## config.mk

```make
export PLATFORM = sky130hd
export DESIGN_NAME = fit_policy_block_allocator
export DESIGN_NICKNAME = d
export VERILOG_FILES = /design/src/rtl/fpba_pkg.sv /design/src/rtl/fpba_front.sv /design/src/rtl/fpba_back.sv /design/src/rtl/fit_policy_block_allocator.sv
export SDC_FILE = /design/constraint.sdc
export NUM_CORES = 1
export LEC_CHECK = 0
export BUFFER_PORTS_ARGS = -buffer_cell sky130_fd_sc_hd__buf_2
export CAP_MARGIN = 10
export CORE_MARGIN = 10
export CORE_UTILIZATION = 60
export DETAILED_ROUTE_END_ITERATION = 8
export HOLD_SLACK_MARGIN = 0.15
export PLACE_DENSITY_LB_ADDON = 0.12
export SYNTH_ARGS = -nofsm -noshare
export SYNTH_HDL_FRONTEND = slang
export SYNTH_SLANG_ARGS = --single-unit
```

## constraint.sdc

```tcl
create_clock -name clock -period 12.92 [get_ports clock]
set_clock_uncertainty 0.1 [all_clocks]
set_input_delay 2.584 -clock clock [delete_from_list [all_inputs] [get_ports clock]]
set_output_delay 2.584 -clock clock [all_outputs]
set_load 0.005 [all_outputs]
```

## src/rtl/fpba_pkg.sv

```systemverilog
// types, constants and helper functions for the fit-policy block allocator
// used by every rtl file of the block; depends on nothing else
`default_nettype none

package fpba_pkg;

   // table geometry
   localparam int NUM_BLOCKS = 16;
   localparam int SIZE_BITS  = 16;
   localparam int IDX_W      = (NUM_BLOCKS > 1) ? $clog2(NUM_BLOCKS) : 1;
   localparam int CNT_W      = $clog2(NUM_BLOCKS + 1);
   localparam int SUM_W      = SIZE_BITS + $clog2(NUM_BLOCKS);

   // port field widths
   localparam int ACT_FIELD_W  = 1;
   localparam int IDX_FIELD_W  = 4;
   localparam int SIZE_FIELD_W = 16;
   localparam int TOTAL_W      = 20;
   localparam int TOTAL_MAX    = (2 ** TOTAL_W) - 1;

   // command queue between front and back, depth is a power of two
   localparam int QUEUE_DEPTH = 2;
   localparam int QPTR_W      = $clog2(QUEUE_DEPTH);
   localparam int QCNT_W      = $clog2(QUEUE_DEPTH + 1);

   localparam logic [IDX_W-1:0] IDX_LAST  = IDX_W'(NUM_BLOCKS - 1);
   localparam logic [CNT_W-1:0] SCAN_LAST = CNT_W'(NUM_BLOCKS);
   localparam logic [QCNT_W-1:0] QUEUE_FULL_CNT = QCNT_W'(QUEUE_DEPTH);

   // allocation policy register codes
   typedef enum logic [1:0] {
      POL_FIRST = 2'd0,
      POL_BEST  = 2'd1,
      POL_WORST = 2'd2,
      POL_NEXT  = 2'd3
   } policy_type;

   // item kinds
   typedef enum logic [ACT_FIELD_W-1:0] {
      OP_LOAD  = 1'b0,
      OP_ALLOC = 1'b1
   } op_type;

   typedef struct packed {
      logic [ACT_FIELD_W-1:0]  action;
      logic [IDX_FIELD_W-1:0]  block_index;
      logic [SIZE_FIELD_W-1:0] size;
   } req_type;

   typedef struct packed {
      logic                    granted;
      logic [IDX_FIELD_W-1:0]  chosen_block;
      logic [SIZE_FIELD_W-1:0] block_left;
      logic [TOTAL_W-1:0]      internal_total;
      logic [TOTAL_W-1:0]      external_total;
   } rsp_type;

   // classified item as it waits in the command queue
   typedef struct packed {
      op_type               op;
      logic                 in_range;
      logic [IDX_W-1:0]     idx;
      logic [SIZE_BITS-1:0] size;
   } cmd_type;

   function automatic logic [SIZE_BITS-1:0] size_from_field(
      input logic [SIZE_FIELD_W-1:0] v);
      logic [SIZE_BITS+SIZE_FIELD_W-1:0] w;
      w = {{SIZE_BITS{1'b0}}, v};
      return w[SIZE_BITS-1:0];
   endfunction

   function automatic logic [SIZE_FIELD_W-1:0] size_to_field(
      input logic [SIZE_BITS-1:0] v);
      logic [SIZE_BITS+SIZE_FIELD_W-1:0] w;
      w = {{SIZE_FIELD_W{1'b0}}, v};
      return w[SIZE_FIELD_W-1:0];
   endfunction

   function automatic logic idx_in_range(input logic [IDX_FIELD_W-1:0] v);
      logic [IDX_W+IDX_FIELD_W:0] w;
      w = {{(IDX_W + 1){1'b0}}, v};
      return w < (IDX_W + IDX_FIELD_W + 1)'(NUM_BLOCKS);
   endfunction

   function automatic logic [IDX_W-1:0] idx_from_field(
      input logic [IDX_FIELD_W-1:0] v);
      logic [IDX_W+IDX_FIELD_W-1:0] w;
      w = {{IDX_W{1'b0}}, v};
      return w[IDX_W-1:0];
   endfunction

   function automatic logic [IDX_FIELD_W-1:0] idx_to_field(input logic [IDX_W-1:0] v);
      logic [IDX_W+IDX_FIELD_W-1:0] w;
      w = {{IDX_FIELD_W{1'b0}}, v};
      return w[IDX_FIELD_W-1:0];
   endfunction

   function automatic logic [SUM_W-1:0] size_to_sum(input logic [SIZE_BITS-1:0] v);
      logic [SUM_W+SIZE_BITS-1:0] w;
      w = {{SUM_W{1'b0}}, v};
      return w[SUM_W-1:0];
   endfunction

   // clamp a running sum to the total field
   function automatic logic [TOTAL_W-1:0] sat_total(input logic [SUM_W-1:0] s);
      logic [SUM_W+TOTAL_W-1:0] w;
      w = {{TOTAL_W{1'b0}}, s};
      if (w > (SUM_W + TOTAL_W)'(TOTAL_MAX)) begin
         return {TOTAL_W{1'b1}};
      end
      return w[TOTAL_W-1:0];
   endfunction

endpackage

`default_nettype wire

```

## src/rtl/fpba_front.sv

```systemverilog
// front end: accepts items, classifies them and holds them in a short queue
// depends on fpba_pkg
`default_nettype none

module fpba_front (
   input  wire logic              clock,
   input  wire logic              reset,
   input  wire logic              req_push,
   output logic                   req_full,
   input  wire fpba_pkg::req_type req_data,
   input  wire logic              cmd_pop,
   output logic                   cmd_empty,
   output fpba_pkg::cmd_type      cmd_head
);

   fpba_pkg::cmd_type                q_ff [fpba_pkg::QUEUE_DEPTH];
   fpba_pkg::cmd_type                cmd_in;
   logic [fpba_pkg::QPTR_W-1:0]      wr_ptr_ff, wr_ptr_in;
   logic [fpba_pkg::QPTR_W-1:0]      rd_ptr_ff, rd_ptr_in;
   logic [fpba_pkg::QCNT_W-1:0]      count_ff, count_in;
   logic                             push_acc;
   logic                             pop_acc;

   // classify the incoming item
   always_comb begin
      cmd_in.op       = fpba_pkg::op_type'(req_data.action);
      cmd_in.in_range = fpba_pkg::idx_in_range(req_data.block_index);
      cmd_in.idx      = fpba_pkg::idx_from_field(req_data.block_index);
      cmd_in.size     = fpba_pkg::size_from_field(req_data.size);
   end

   // queue flags and handshakes
   assign req_full  = (count_ff == fpba_pkg::QUEUE_FULL_CNT);
   assign cmd_empty = (count_ff == '0);
   assign push_acc  = req_push && !req_full;
   assign pop_acc   = cmd_pop && !cmd_empty;
   assign cmd_head  = q_ff[rd_ptr_ff];

   // pointer and count next values
   always_comb begin
      wr_ptr_in = push_acc ? wr_ptr_ff + 1'b1 : wr_ptr_ff;
      rd_ptr_in = pop_acc ? rd_ptr_ff + 1'b1 : rd_ptr_ff;
      unique case ({push_acc, pop_acc})
         2'b10:   count_in = count_ff + 1'b1;
         2'b01:   count_in = count_ff - 1'b1;
         default: count_in = count_ff;
      endcase
   end

   // queue control
   always_ff @(posedge clock) begin
      if (reset) begin
         wr_ptr_ff <= '0;
         rd_ptr_ff <= '0;
         count_ff  <= '0;
      end else begin
         wr_ptr_ff <= wr_ptr_in;
         rd_ptr_ff <= rd_ptr_in;
         count_ff  <= count_in;
      end
   end

   // queue storage
   always_ff @(posedge clock) begin
      if (push_acc) begin
         q_ff[wr_ptr_ff] <= cmd_in;
      end
   end

   a_count_bound: assert property (@(posedge clock) disable iff (reset)
      count_ff <= fpba_pkg::QUEUE_FULL_CNT)
      else $error("command queue count past depth");

   a_ptr_gap: assert property (@(posedge clock) disable iff (reset)
      (count_ff == '0) |-> (wr_ptr_ff == rd_ptr_ff))
      else $error("empty queue with pointers apart");

   a_push_grows: assert property (@(posedge clock) disable iff (reset)
      (push_acc && !pop_acc) |=> (count_ff == $past(count_ff) + 1'b1))
      else $error("queue count missed a push");

endmodule

`default_nettype wire

```

## src/rtl/fpba_back.sv

```systemverilog
// back end: block table, fit search sequencer, fragmentation totals, result register
// depends on fpba_pkg
`default_nettype none

module fpba_back (
   input  wire logic                      clock,
   input  wire logic                      reset,
   input  wire logic                      cmd_empty,
   input  wire fpba_pkg::cmd_type         cmd_head,
   output logic                           cmd_pop,
   input  wire logic                      csr_valid,
   output logic                           csr_ready,
   input  wire logic [1:0]                csr_data,
   output logic                           rsp_empty,
   input  wire logic                      rsp_pop,
   output fpba_pkg::rsp_type              rsp_data
);

   typedef enum logic [2:0] {
      ST_IDLE,
      ST_LOAD_RD,
      ST_LOAD_WR,
      ST_SCAN,
      ST_COMMIT,
      ST_RESP
   } state_type;

   state_type                         state_ff;
   fpba_pkg::policy_type              policy_ff;
   fpba_pkg::cmd_type                 cmd_ff;
   logic [fpba_pkg::IDX_W-1:0]        next_ptr_ff;
   logic [fpba_pkg::NUM_BLOCKS-1:0]   used_ff;
   logic [fpba_pkg::NUM_BLOCKS-1:0]   blk_vld_ff;
   logic [fpba_pkg::SIZE_BITS-1:0]    mem_ff [fpba_pkg::NUM_BLOCKS];
   logic [fpba_pkg::SIZE_BITS-1:0]    rd_data_ff;
   logic                              rd_hit_ff;
   logic [fpba_pkg::IDX_W-1:0]        addr_ff;
   logic [fpba_pkg::IDX_W-1:0]        rd_idx_ff;
   logic [fpba_pkg::CNT_W-1:0]        cnt_ff;
   logic                              rd_pend_ff;
   logic                              found_ff;
   logic [fpba_pkg::IDX_W-1:0]        best_idx_ff;
   logic [fpba_pkg::SIZE_BITS-1:0]    best_val_ff;
   logic [fpba_pkg::SUM_W-1:0]        ext_sum_ff, ext_sum_in;
   logic [fpba_pkg::SUM_W-1:0]        int_sum_ff, int_sum_in;
   fpba_pkg::rsp_type                 res_ff;
   fpba_pkg::rsp_type                 out_ff;
   logic                              out_vld_ff;

   logic [fpba_pkg::IDX_W-1:0]        rd_addr;
   logic [fpba_pkg::SIZE_BITS-1:0]    rd_word;
   logic                              wr_en;
   logic [fpba_pkg::IDX_W-1:0]        wr_addr;
   logic [fpba_pkg::SIZE_BITS-1:0]    wr_data;
   logic [fpba_pkg::SIZE_BITS-1:0]    new_left;
   logic                              fits;
   logic                              take;
   logic [fpba_pkg::IDX_W-1:0]        scan_start;
   logic [fpba_pkg::IDX_W-1:0]        addr_next;
   logic                              load_ok;
   logic                              alloc_ok;

   assign csr_ready = 1'b1;
   assign cmd_pop   = (state_ff == ST_IDLE) && !cmd_empty;
   assign rsp_empty = !out_vld_ff;
   assign rsp_data  = out_ff;

   // table read port address and entries never written read as zero
   assign rd_addr = (state_ff == ST_LOAD_RD) ? cmd_ff.idx : addr_ff;
   assign rd_word = rd_hit_ff ? rd_data_ff : '0;

   // fit test on the entry that just came out of the table
   assign fits = (rd_word >= cmd_ff.size);
   always_comb begin
      unique case (policy_ff)
         fpba_pkg::POL_BEST:  take = fits && (!found_ff || (rd_word < best_val_ff));
         fpba_pkg::POL_WORST: take = fits && (!found_ff || (rd_word > best_val_ff));
         default:             take = fits && !found_ff;
      endcase
   end

   assign scan_start = (policy_ff == fpba_pkg::POL_NEXT) ? next_ptr_ff : '0;
   assign addr_next  = (addr_ff == fpba_pkg::IDX_LAST) ? '0 : addr_ff + 1'b1;

   // table write and running totals
   assign load_ok  = (state_ff == ST_LOAD_WR) && cmd_ff.in_range;
   assign alloc_ok = (state_ff == ST_COMMIT) && found_ff;
   assign new_left = best_val_ff - cmd_ff.size;

   always_comb begin
      wr_en      = load_ok || alloc_ok;
      wr_addr    = load_ok ? cmd_ff.idx : best_idx_ff;
      wr_data    = load_ok ? cmd_ff.size : new_left;
      ext_sum_in = ext_sum_ff;
      int_sum_in = int_sum_ff;
      if (load_ok) begin
         ext_sum_in = ext_sum_ff - fpba_pkg::size_to_sum(rd_word)
                      + fpba_pkg::size_to_sum(cmd_ff.size);
         if (used_ff[cmd_ff.idx]) begin
            int_sum_in = int_sum_ff - fpba_pkg::size_to_sum(rd_word);
         end
      end else if (alloc_ok) begin
         ext_sum_in = ext_sum_ff - fpba_pkg::size_to_sum(cmd_ff.size);
         if (used_ff[best_idx_ff]) begin
            int_sum_in = int_sum_ff - fpba_pkg::size_to_sum(cmd_ff.size);
         end else begin
            int_sum_in = int_sum_ff + fpba_pkg::size_to_sum(new_left);
         end
      end
   end

   // block table memory
   always_ff @(posedge clock) begin
      rd_data_ff <= mem_ff[rd_addr];
      rd_hit_ff  <= blk_vld_ff[rd_addr];
      if (wr_en) begin
         mem_ff[wr_addr] <= wr_data;
      end
   end

   // written marks for the table
   always_ff @(posedge clock) begin
      if (reset) begin
         blk_vld_ff <= '0;
      end else if (wr_en) begin
         blk_vld_ff[wr_addr] <= 1'b1;
      end
   end

   // sequencer with its registered outputs
   always_ff @(posedge clock) begin
      if (reset) begin
         state_ff    <= ST_IDLE;
         policy_ff   <= fpba_pkg::POL_FIRST;
         next_ptr_ff <= '0;
         used_ff     <= '0;
         ext_sum_ff  <= '0;
         int_sum_ff  <= '0;
         cnt_ff      <= '0;
         rd_pend_ff  <= 1'b0;
         found_ff    <= 1'b0;
         out_vld_ff  <= 1'b0;
      end else begin
         if (csr_valid) begin
            policy_ff <= fpba_pkg::policy_type'(csr_data);
         end
         // result slot drains on pop unless a new result refills it
         if (rsp_pop && out_vld_ff && (state_ff != ST_RESP)) begin
            out_vld_ff <= 1'b0;
         end
         ext_sum_ff <= ext_sum_in;
         int_sum_ff <= int_sum_in;

         unique case (state_ff)
            ST_IDLE: begin
               if (!cmd_empty) begin
                  cmd_ff     <= cmd_head;
                  addr_ff    <= scan_start;
                  cnt_ff     <= '0;
                  rd_pend_ff <= 1'b0;
                  found_ff   <= 1'b0;
                  state_ff   <= (cmd_head.op == fpba_pkg::OP_LOAD) ? ST_LOAD_RD : ST_SCAN;
               end
            end

            ST_LOAD_RD: begin
               state_ff <= ST_LOAD_WR;
            end

            ST_LOAD_WR: begin
               res_ff.internal_total <= fpba_pkg::sat_total(int_sum_in);
               res_ff.external_total <= fpba_pkg::sat_total(ext_sum_in);
               if (cmd_ff.in_range) begin
                  used_ff[cmd_ff.idx]  <= 1'b0;
                  res_ff.granted       <= 1'b1;
                  res_ff.chosen_block  <= fpba_pkg::idx_to_field(cmd_ff.idx);
                  res_ff.block_left    <= fpba_pkg::size_to_field(cmd_ff.size);
               end else begin
                  res_ff.granted       <= 1'b0;
                  res_ff.chosen_block  <= '0;
                  res_ff.block_left    <= '0;
               end
               state_ff <= ST_RESP;
            end

            // one table read issued and one entry compared per cycle
            ST_SCAN: begin
               if (rd_pend_ff && take) begin
                  found_ff    <= 1'b1;
                  best_idx_ff <= rd_idx_ff;
                  best_val_ff <= rd_word;
               end
               if (cnt_ff != fpba_pkg::SCAN_LAST) begin
                  rd_idx_ff  <= addr_ff;
                  addr_ff    <= addr_next;
                  cnt_ff     <= cnt_ff + 1'b1;
                  rd_pend_ff <= 1'b1;
               end else begin
                  rd_pend_ff <= 1'b0;
                  state_ff   <= ST_COMMIT;
               end
            end

            ST_COMMIT: begin
               res_ff.internal_total <= fpba_pkg::sat_total(int_sum_in);
               res_ff.external_total <= fpba_pkg::sat_total(ext_sum_in);
               if (found_ff) begin
                  used_ff[best_idx_ff] <= 1'b1;
                  next_ptr_ff          <= best_idx_ff;
                  res_ff.granted       <= 1'b1;
                  res_ff.chosen_block  <= fpba_pkg::idx_to_field(best_idx_ff);
                  res_ff.block_left    <= fpba_pkg::size_to_field(new_left);
               end else begin
                  res_ff.granted       <= 1'b0;
                  res_ff.chosen_block  <= '0;
                  res_ff.block_left    <= '0;
               end
               state_ff <= ST_RESP;
            end

            ST_RESP: begin
               if (!out_vld_ff || rsp_pop) begin
                  out_ff     <= res_ff;
                  out_vld_ff <= 1'b1;
                  state_ff   <= ST_IDLE;
               end
            end

            default: begin
               state_ff <= ST_IDLE;
            end
         endcase
      end
   end

   a_scan_count: assert property (@(posedge clock) disable iff (reset)
      cnt_ff <= fpba_pkg::SCAN_LAST)
      else $error("scan counter past table end");

   a_next_ptr: assert property (@(posedge clock) disable iff (reset)
      next_ptr_ff <= fpba_pkg::IDX_LAST)
      else $error("next-fit pointer out of table");

   a_frag_order: assert property (@(posedge clock) disable iff (reset)
      int_sum_ff <= ext_sum_ff)
      else $error("internal total above external total");

   a_pick_fits: assert property (@(posedge clock) disable iff (reset)
      (state_ff == ST_COMMIT && found_ff) |-> (best_val_ff >= cmd_ff.size))
      else $error("picked block too small");

   a_resp_hold: assert property (@(posedge clock) disable iff (reset)
      (state_ff == ST_RESP && out_vld_ff && !rsp_pop) |=> (state_ff == ST_RESP))
      else $error("result dropped while output slot busy");

endmodule

`default_nettype wire

```

## src/rtl/fit_policy_block_allocator.sv

```systemverilog
// fit-policy block allocator: a load item passes from queue head through the load read,
// load write and response states to the result; a request item walks the whole table
// through the single table read port, one entry per cycle, then commits; one item at a time.
// a two-entry command queue takes items while the back end works, and a result
// register holds the last result until popped.
// synchronous reset empties queue and result register, zeroes the block table
// through per-entry written marks, clears used marks, pointer, totals, policy = first fit
`default_nettype none

module fit_policy_block_allocator (
   input  wire logic              clock,
   input  wire logic              reset,
   input  wire logic              req_push,
   output logic                   req_full,
   input  wire fpba_pkg::req_type req_data,
   output logic                   rsp_empty,
   input  wire logic              rsp_pop,
   output fpba_pkg::rsp_type      rsp_data,
   input  wire logic              csr_valid,
   output logic                   csr_ready,
   input  wire logic [1:0]        csr_data
);

   logic              cmd_pop;
   logic              cmd_empty;
   fpba_pkg::cmd_type cmd_head;

   // front end with command queue
   fpba_front u_front (
      .clock     (clock),
      .reset     (reset),
      .req_push  (req_push),
      .req_full  (req_full),
      .req_data  (req_data),
      .cmd_pop   (cmd_pop),
      .cmd_empty (cmd_empty),
      .cmd_head  (cmd_head)
   );

   // back end with table, search and result register
   fpba_back u_back (
      .clock     (clock),
      .reset     (reset),
      .cmd_empty (cmd_empty),
      .cmd_head  (cmd_head),
      .cmd_pop   (cmd_pop),
      .csr_valid (csr_valid),
      .csr_ready (csr_ready),
      .csr_data  (csr_data),
      .rsp_empty (rsp_empty),
      .rsp_pop   (rsp_pop),
      .rsp_data  (rsp_data)
   );

endmodule

`default_nettype wire

```

# [Word level (Yosys, flattened, before mapping)]
# Memories as Yosys holds them, arrays and structs flattened. A register that Yosys moved wholly into a read port is not among the register bits.
# Cells that the tools add are included.
[totals] ramBits=298 memories=2 output_inout_bits=64 in_bits=28 regBits=265 wordCells=181
[classes] n_reduce_logical=40 add_sub_neg=13 order_cmp=10 n_eq_ne=21 n_bitwise=6 mux=57
[mem_list] name="u_back.mem_ff" depth=16 width=16 read_ports=1 rd_clocked_by_memory_dff=1 wr=1 line_no="fpba_back.sv:34" rtl="logic [fpba_pkg::SIZE_BITS-1:0] mem_ff [fpba_pkg::NUM_BLOCKS];"
[mem_list] name="u_front.q_ff" depth=2 width=21 read_ports=1 rd_clocked_by_memory_dff=1 wr=1 line_no="fpba_front.sv:16" rtl="fpba_pkg::cmd_type q_ff [fpba_pkg::QUEUE_DEPTH];"
[ops] operator="61-bit one-hot mux with 2 select lines" n=1
[ops] operator="20-bit two-way mux" n=6
[ops] operator="20-bit by 16-bit subtractor with 20-bit output" n=4
[ops] operator="16-bit two-way mux" n=4
[ops] operator="21-bit two-way mux" n=2
[ops] operator="20-bit by 16-bit adder with 20-bit output" n=2
[ops] operator="16-bit bitwise OR" n=2
[ops] operator="16-bit one-hot mux with 2 select lines" n=1
[ops] operator="4-bit two-way mux" n=6
[ops] operator="3-bit AND reduction" n=8
[ops] operator="4-bit by 5-bit less-than comparator with 1-bit output, second input constant" n=4
[ops] operator="1-bit two-way mux" n=18
[ops] operator="16-bit bitwise AND" n=1
[ops] operator="16-bit greater-or-equal comparator" n=1
[ops] operator="16-bit > comparator" n=1
[ops] operator="16-bit less-than comparator" n=1
[ops] operator="16-bit NOT" n=1
[ops] operator="16-bit subtractor" n=1
[ops] operator="3-bit one-hot mux with 5 select lines" n=1
[ops] operator="1-bit logical AND" n=14
[ops] operator="1-bit binary-select mux with 4-bit select" n=3
[ops] operator="1-bit demux with 4-bit select" n=3
[ops] operator="4-bit by 1-bit greater-or-equal comparator with 1-bit output, second input constant" n=3
[ops] operator="5-bit two-way mux" n=2
[ops] operator="other kinds (30)" n=57

# [Depth between registers and ports, before layout]
[logic_depth] ltp_word=8 ltp_mapped=25 depth_no_buf=25

# [Hierarchy]
# Synthesis repeated with hierarchy kept, for this count alone.
[hier_totals] hier_cells=2129 hier_area_um2=27550.2
[by_module_without_submodules] module="fpba_back" seq_area_each_um2=14944.3 area_per_inst_um2=25807.3 cells_per_inst=2036 instances=1
[by_module_without_submodules] module="fpba_front" seq_area_each_um2=1361.3 area_per_inst_um2=1742.9 cells_per_inst=93 instances=1

# [Worst setup path after synthesis]
# OpenSTA, ideal clock, no wires.
[synth_path] path_type="in2reg" start="input reset" end="register u_back.res_ff[0] (netlist bit) (enable)" stages=3 required_ns=12.249 setup_ns=0.571 path_buffers=2 slack_ns=4.768 arrival_time_ns=7.480 path_cell_list="clkbuf_1 clkbuf_1 a211oi_1"
[synth_between] elab_chain_cells=2
[synth_rtl] item="start, declared" line_no="fit_policy_block_allocator.sv:12" rtl="input wire logic reset,"
[synth_rtl] item="1-bit NOT (no source line)"
[synth_rtl] item="2-bit AND reduction (no source line)"
[synth_rtl] item="end, declared" line_no="fpba_back.sv:46" rtl="fpba_pkg::rsp_type res_ff;"
# Every way passes these cells.
# A chain may end at the register's enable or synchronous reset.

# [Final worst setup path]
[layout_path] start="register u_back.cmd_ff[0] (netlist bit)" end="register u_back.int_sum_ff[19] (netlist bit)"
[layout_between] elab_chain_cells=5 elab_cells_between_ends=6 cone_classes="add/sub: 3; mux: 3"
[layout_rtl] item="start, declared" line_no="fpba_back.sv:30" rtl="fpba_pkg::cmd_type cmd_ff;"
[layout_rtl] item="start signal, assigned" line_no="fpba_back.sv:157" rtl="cmd_ff <= cmd_head;"
[layout_rtl] item="16-bit subtractor" line_no="fpba_back.sv:88" rtl="assign new_left = best_val_ff - cmd_ff.size;"
[layout_rtl] item="20-bit by 16-bit adder with 20-bit output" line_no="fpba_back.sv:107" rtl="int_sum_in = int_sum_ff + fpba_pkg::size_to_sum(new_left);"
[layout_rtl] item="20-bit two-way mux *" line_no="fpba_back.sv:104" rtl="if (used_ff[best_idx_ff]) begin"
[layout_rtl] item="20-bit two-way mux *" line_no="fpba_back.sv:102" rtl="end else if (alloc_ok) begin"
[layout_rtl] item="20-bit two-way mux *" line_no="fpba_back.sv:96" rtl="if (load_ok) begin"
[layout_rtl] item="end signal, assigned" line_no="fpba_back.sv:152" rtl="int_sum_ff <= int_sum_in;"
[layout_rtl] item="end, declared" line_no="fpba_back.sv:45" rtl="logic [fpba_pkg::SUM_W-1:0] int_sum_ff, int_sum_in;"
# Mark *: on every way between the ends. The rest lies on a longest branch, timed or not.

==> results.json <==
{
  "max_cap_violations": 0,
  "tritoncts": "done",
  "drt_pass1_iterations": 5,
  "worstMarginPinSlew_ns": 1.25,
  "synth_seq_cells": 579,
  "grt_overflow_total": 0,
  "power_density_mw_per_mm2": 233,
  "vias_per_cell": 6.10,
  "syn-instance-count": 2338,
  "rsz0062_at_grt": "no",
  "drt-total-wl_um": 70300,
  "finalCriticalPeriod_ns": 6.21,
  "dp_hpwl_um": 47200,
  "status": "finished, final reports clean",
  "grt_pass1_wl_um": 107000,
  "hold_viol_final": 0,
  "synthToLayoutAreaGrowth_pct": 11.7,
  "yosys.area_share.simple_pct": 11.4,
  "placed_cell_area_mm2": 0.0287,
  "slew_headroom_pct": 16.3,
  "ir_drop_mv": 0.163,
  "setup_tns_ns": 0,
  "cts_setup_buffers": 0,
  "num_antenna_cells": 0,
  "antenna_found_initial": 2,
  "min_period_over_period_pct": 48.1,
  "crit_end": "u_back.int_sum_ff[19]$_SDFF_PP0_",
  "yosysSeqAreaShare_pct": 59.4,
  "fmaxAchievable_ghz": 0.161,
  "wl_per_cell_um": 22.7,
  "maxSlewViolCount": 0,
  "drt_iter0_markers": 1632,
  "syn_nets": 2514,
  "coreArea_mm2": 0.0453,
  "synth_edf_count": 468,
  "ios": 92,
  "muxShareOfSynthArea_pct": 2.22,
  "r2r_end": "u_back.int_sum_ff[19]$_SDFF_PP0_",
  "cp.arrival_ns": 6.64,
  "grt_pass1_vias": 18300,
  "crit_path_start_kind": "register",
  "die-height_um": 234,
  "crit_fanout": 7,
  "cts_sinks": 579,
  "synth_compound_area_share_pct": 13.5,
  "ant_nets": 0,
  "path_clk_slew_ns": 0.06,
  "critPathLaunch": "u_back.cmd_ff[0]$_DFFE_PP_",
  "ys_warn_count": 0,
  "synthAdderAreaFrac_pct": 7.31,
  "synth_flop_cell": "edfxtp_1",
  "synth_cell_type_count": 70,
  "syn_area_mm2": 0.0274,
  "cts_root_buf": "clkbuf_16",
  "synthXorXnorAreaFrac_pct": 2.88,
  "p_leak_nw": 11.4,
  "die_width_um": 234,
  "fin_area_mm2": 0.0306,
  "io_buffer_count": 90,
  "gp_congestion": 0.980,
  "syn_area_per_cell_um2": 11.7,
  "r2r_start": "u_back.cmd_ff[0]$_DFFE_PP_",
  "drive_gt1_share_pct": 11.9,
  "synth_top_family_by_area": "compound AO/OA/AOI/OAI gates",
  "finalSetupViolations": 0,
  "reg2reg_depth": 23,
  "critPathKind": "register to register",
  "grt_use_total_pct": 25.7,
  "hold_class": "register to register",
  "clk_latency_ns": 0.65,
  "hold_buffers": 0,
  "vias": 18800,
  "rows": 78,
  "start_util_pct": 60.5,
  "ctsResizeCount": 0,
  "grt_max_degree": 99,
  "ff2ff_setup_slack_ns": 6.71,
  "cts_buffers": 57,
  "drc": 0,
  "synthArstFlopShare_pct": 0,
  "htreeDepth": 2,
  "cp_data_required_time_ns": 13.35,
  "die-area_mm2": 0.0546,
  "nets": 2616,
  "clockBufferDepth": 3,
  "end_kind": "register"
}
## metrics by stage
stage                     power (W)  instances  utilization [%]  hold slack [ns]  setup slack [ns]
after floorplan             0.00457       2338                -            0.300              4.77
final                       0.00712       3088             67.6            0.317              6.71
after global routing        0.00753       3088             67.6            0.329              6.34
after detailed placement    0.00544       2978             63.4            0.305              6.77
after global placement      0.00537       2978             63.4            0.300              6.89
after CTS                   0.00711       3085             67.5            0.320              6.75
## worst max-delay path, cell delays in order (launching register included)
cell and delay [ns]:
edfxtp_1 0.47, ha_1 0.21, inv_1 0.06, fa_1 0.46, a21o_1 0.20, a22oi_1 0.28, nor2b_1 0.21, xor2_1 0.48
nand3_1 0.17, or4b_4 0.56, xor2_1 0.16, o21ai_0 0.20, ha_1 0.33, a21o_1 0.21, a21o_1 0.17, a21o_1 0.19
a21o_1 0.19, a21o_1 0.20, a211o_1 0.27, nand2_1 0.10, o21ai_0 0.12, xor2_1 0.15, a32oi_1 0.29, mux2_4 0.33
## report_power, final
group	switching, W	internal [W]
sequential	0.000115	0.00244
clock	0.000734	0.000920
combinational	0.00187	0.00104
total	0.00272	0.00440
## placed cells by master, fill, tap and decap left out, types with 9 or more instances in the layout
master	count
mux4_2	10
o21a_1	14
a221o_1	9
and2_1	73
a311oi_1	35
dfxtp_1	111
clkinv_2	13
ha_1	128
nand2b_1	21
o21ai_0	97
edfxtp_1	468
xnor2_1	54
a31oi_1	55
buf_2	89
nand2_1	286
nor2b_1	43
fa_1	20
clkbuf_16	58
a22oi_1	11
inv_1	138
a21oi_1	135
nor2_1	135
mux2_2	22
xor2_1	33
clkbuf_1	10
a21o_1	34
buf_4	54
and3_1	9
a211oi_1	97
nand3_1	34
nor3_1	32
## logic make-up after synthesis
kind of cell	after synthesis
simple gates	676
flops	579
compound gates	562
buf+inv	239
fa+ha+maj	148
xor+xnor	88
mux	45
other cells	1
## area by class of cell
class / count / area, um2
sequential: 579 / 16300
fill: 3307 / 14700
multi-input combinational: 1520 / 10300
clock buffer: 76 / 1600
timing repair buffer: 143 / 851
tap: 600 / 751
inverter: 139 / 522
clock inverter: 31 / 298
## cells in the mapped netlist (54+ instances only)
master / n / area [um2]
dfxtp_1: 111 / 2220
a21oi_1: 135 / 676
xnor2_1: 54 / 473
o21ai_0: 97 / 485
clkbuf_1: 88 / 330
edfxtp_1: 468 / 14100
a31oi_1: 55 / 344
ha_1: 128 / 1600
nand2_1: 286 / 1070
a211oi_1: 98 / 736
and2_1: 73 / 457
nor2_1: 137 / 514
inv_1: 138 / 518
## metal layers
layer,wire length (um),up-vias,GRT usage (%)
li1,-,8773,-
met1,30000,9298,34.6
met2,34100,661,43.0
met3,4420,117,3.59
met4,1680,0,7.14
met5,0,-,0
## state kept, by name, summed over array words and instances, names as in the netlist, 2 cells and up, named ones only
name,flops
u_back.addr_ff,4
u_back.best_idx_ff,4
u_back.best_val_ff,16
u_back.blk_vld_ff,16
u_back.cmd_ff,20
u_back.cnt_ff,5
u_back.ext_sum_ff,20
u_back.int_sum_ff,20
u_back.mem_ff,256
u_back.next_ptr_ff,4
u_back.policy_ff,2
u_back.rd_data_ff,16
u_back.rd_idx_ff,4
u_back.res_ff,61
u_back.rsp_data,61
u_back.state_ff,3
u_back.used_ff,16
u_front.count_ff,2
u_front.q_ff,42
## worst min-delay path by stage
stage                                        from                               to  slack [ns]  depth (start not counted)
floorplan           u_back.rd_idx_ff[0]$_DFFE_PP_  u_back.best_idx_ff[0]$_DFFE_PP_        0.30                          0
global placement      u_back.res_ff[10]$_DFFE_PP_    u_back.rsp_data[10]$_DFFE_PP_        0.30                          0
detailed placement    u_back.res_ff[17]$_DFFE_PP_    u_back.rsp_data[17]$_DFFE_PP_        0.30                          0
CTS                   u_back.res_ff[31]$_DFFE_PP_    u_back.rsp_data[31]$_DFFE_PP_        0.32                          0
global route          u_back.res_ff[26]$_DFFE_PP_    u_back.rsp_data[26]$_DFFE_PP_        0.33                          0
finish                u_back.res_ff[31]$_DFFE_PP_    u_back.rsp_data[31]$_DFFE_PP_        0.32                          0
Power figures use the tool's default switching activity.
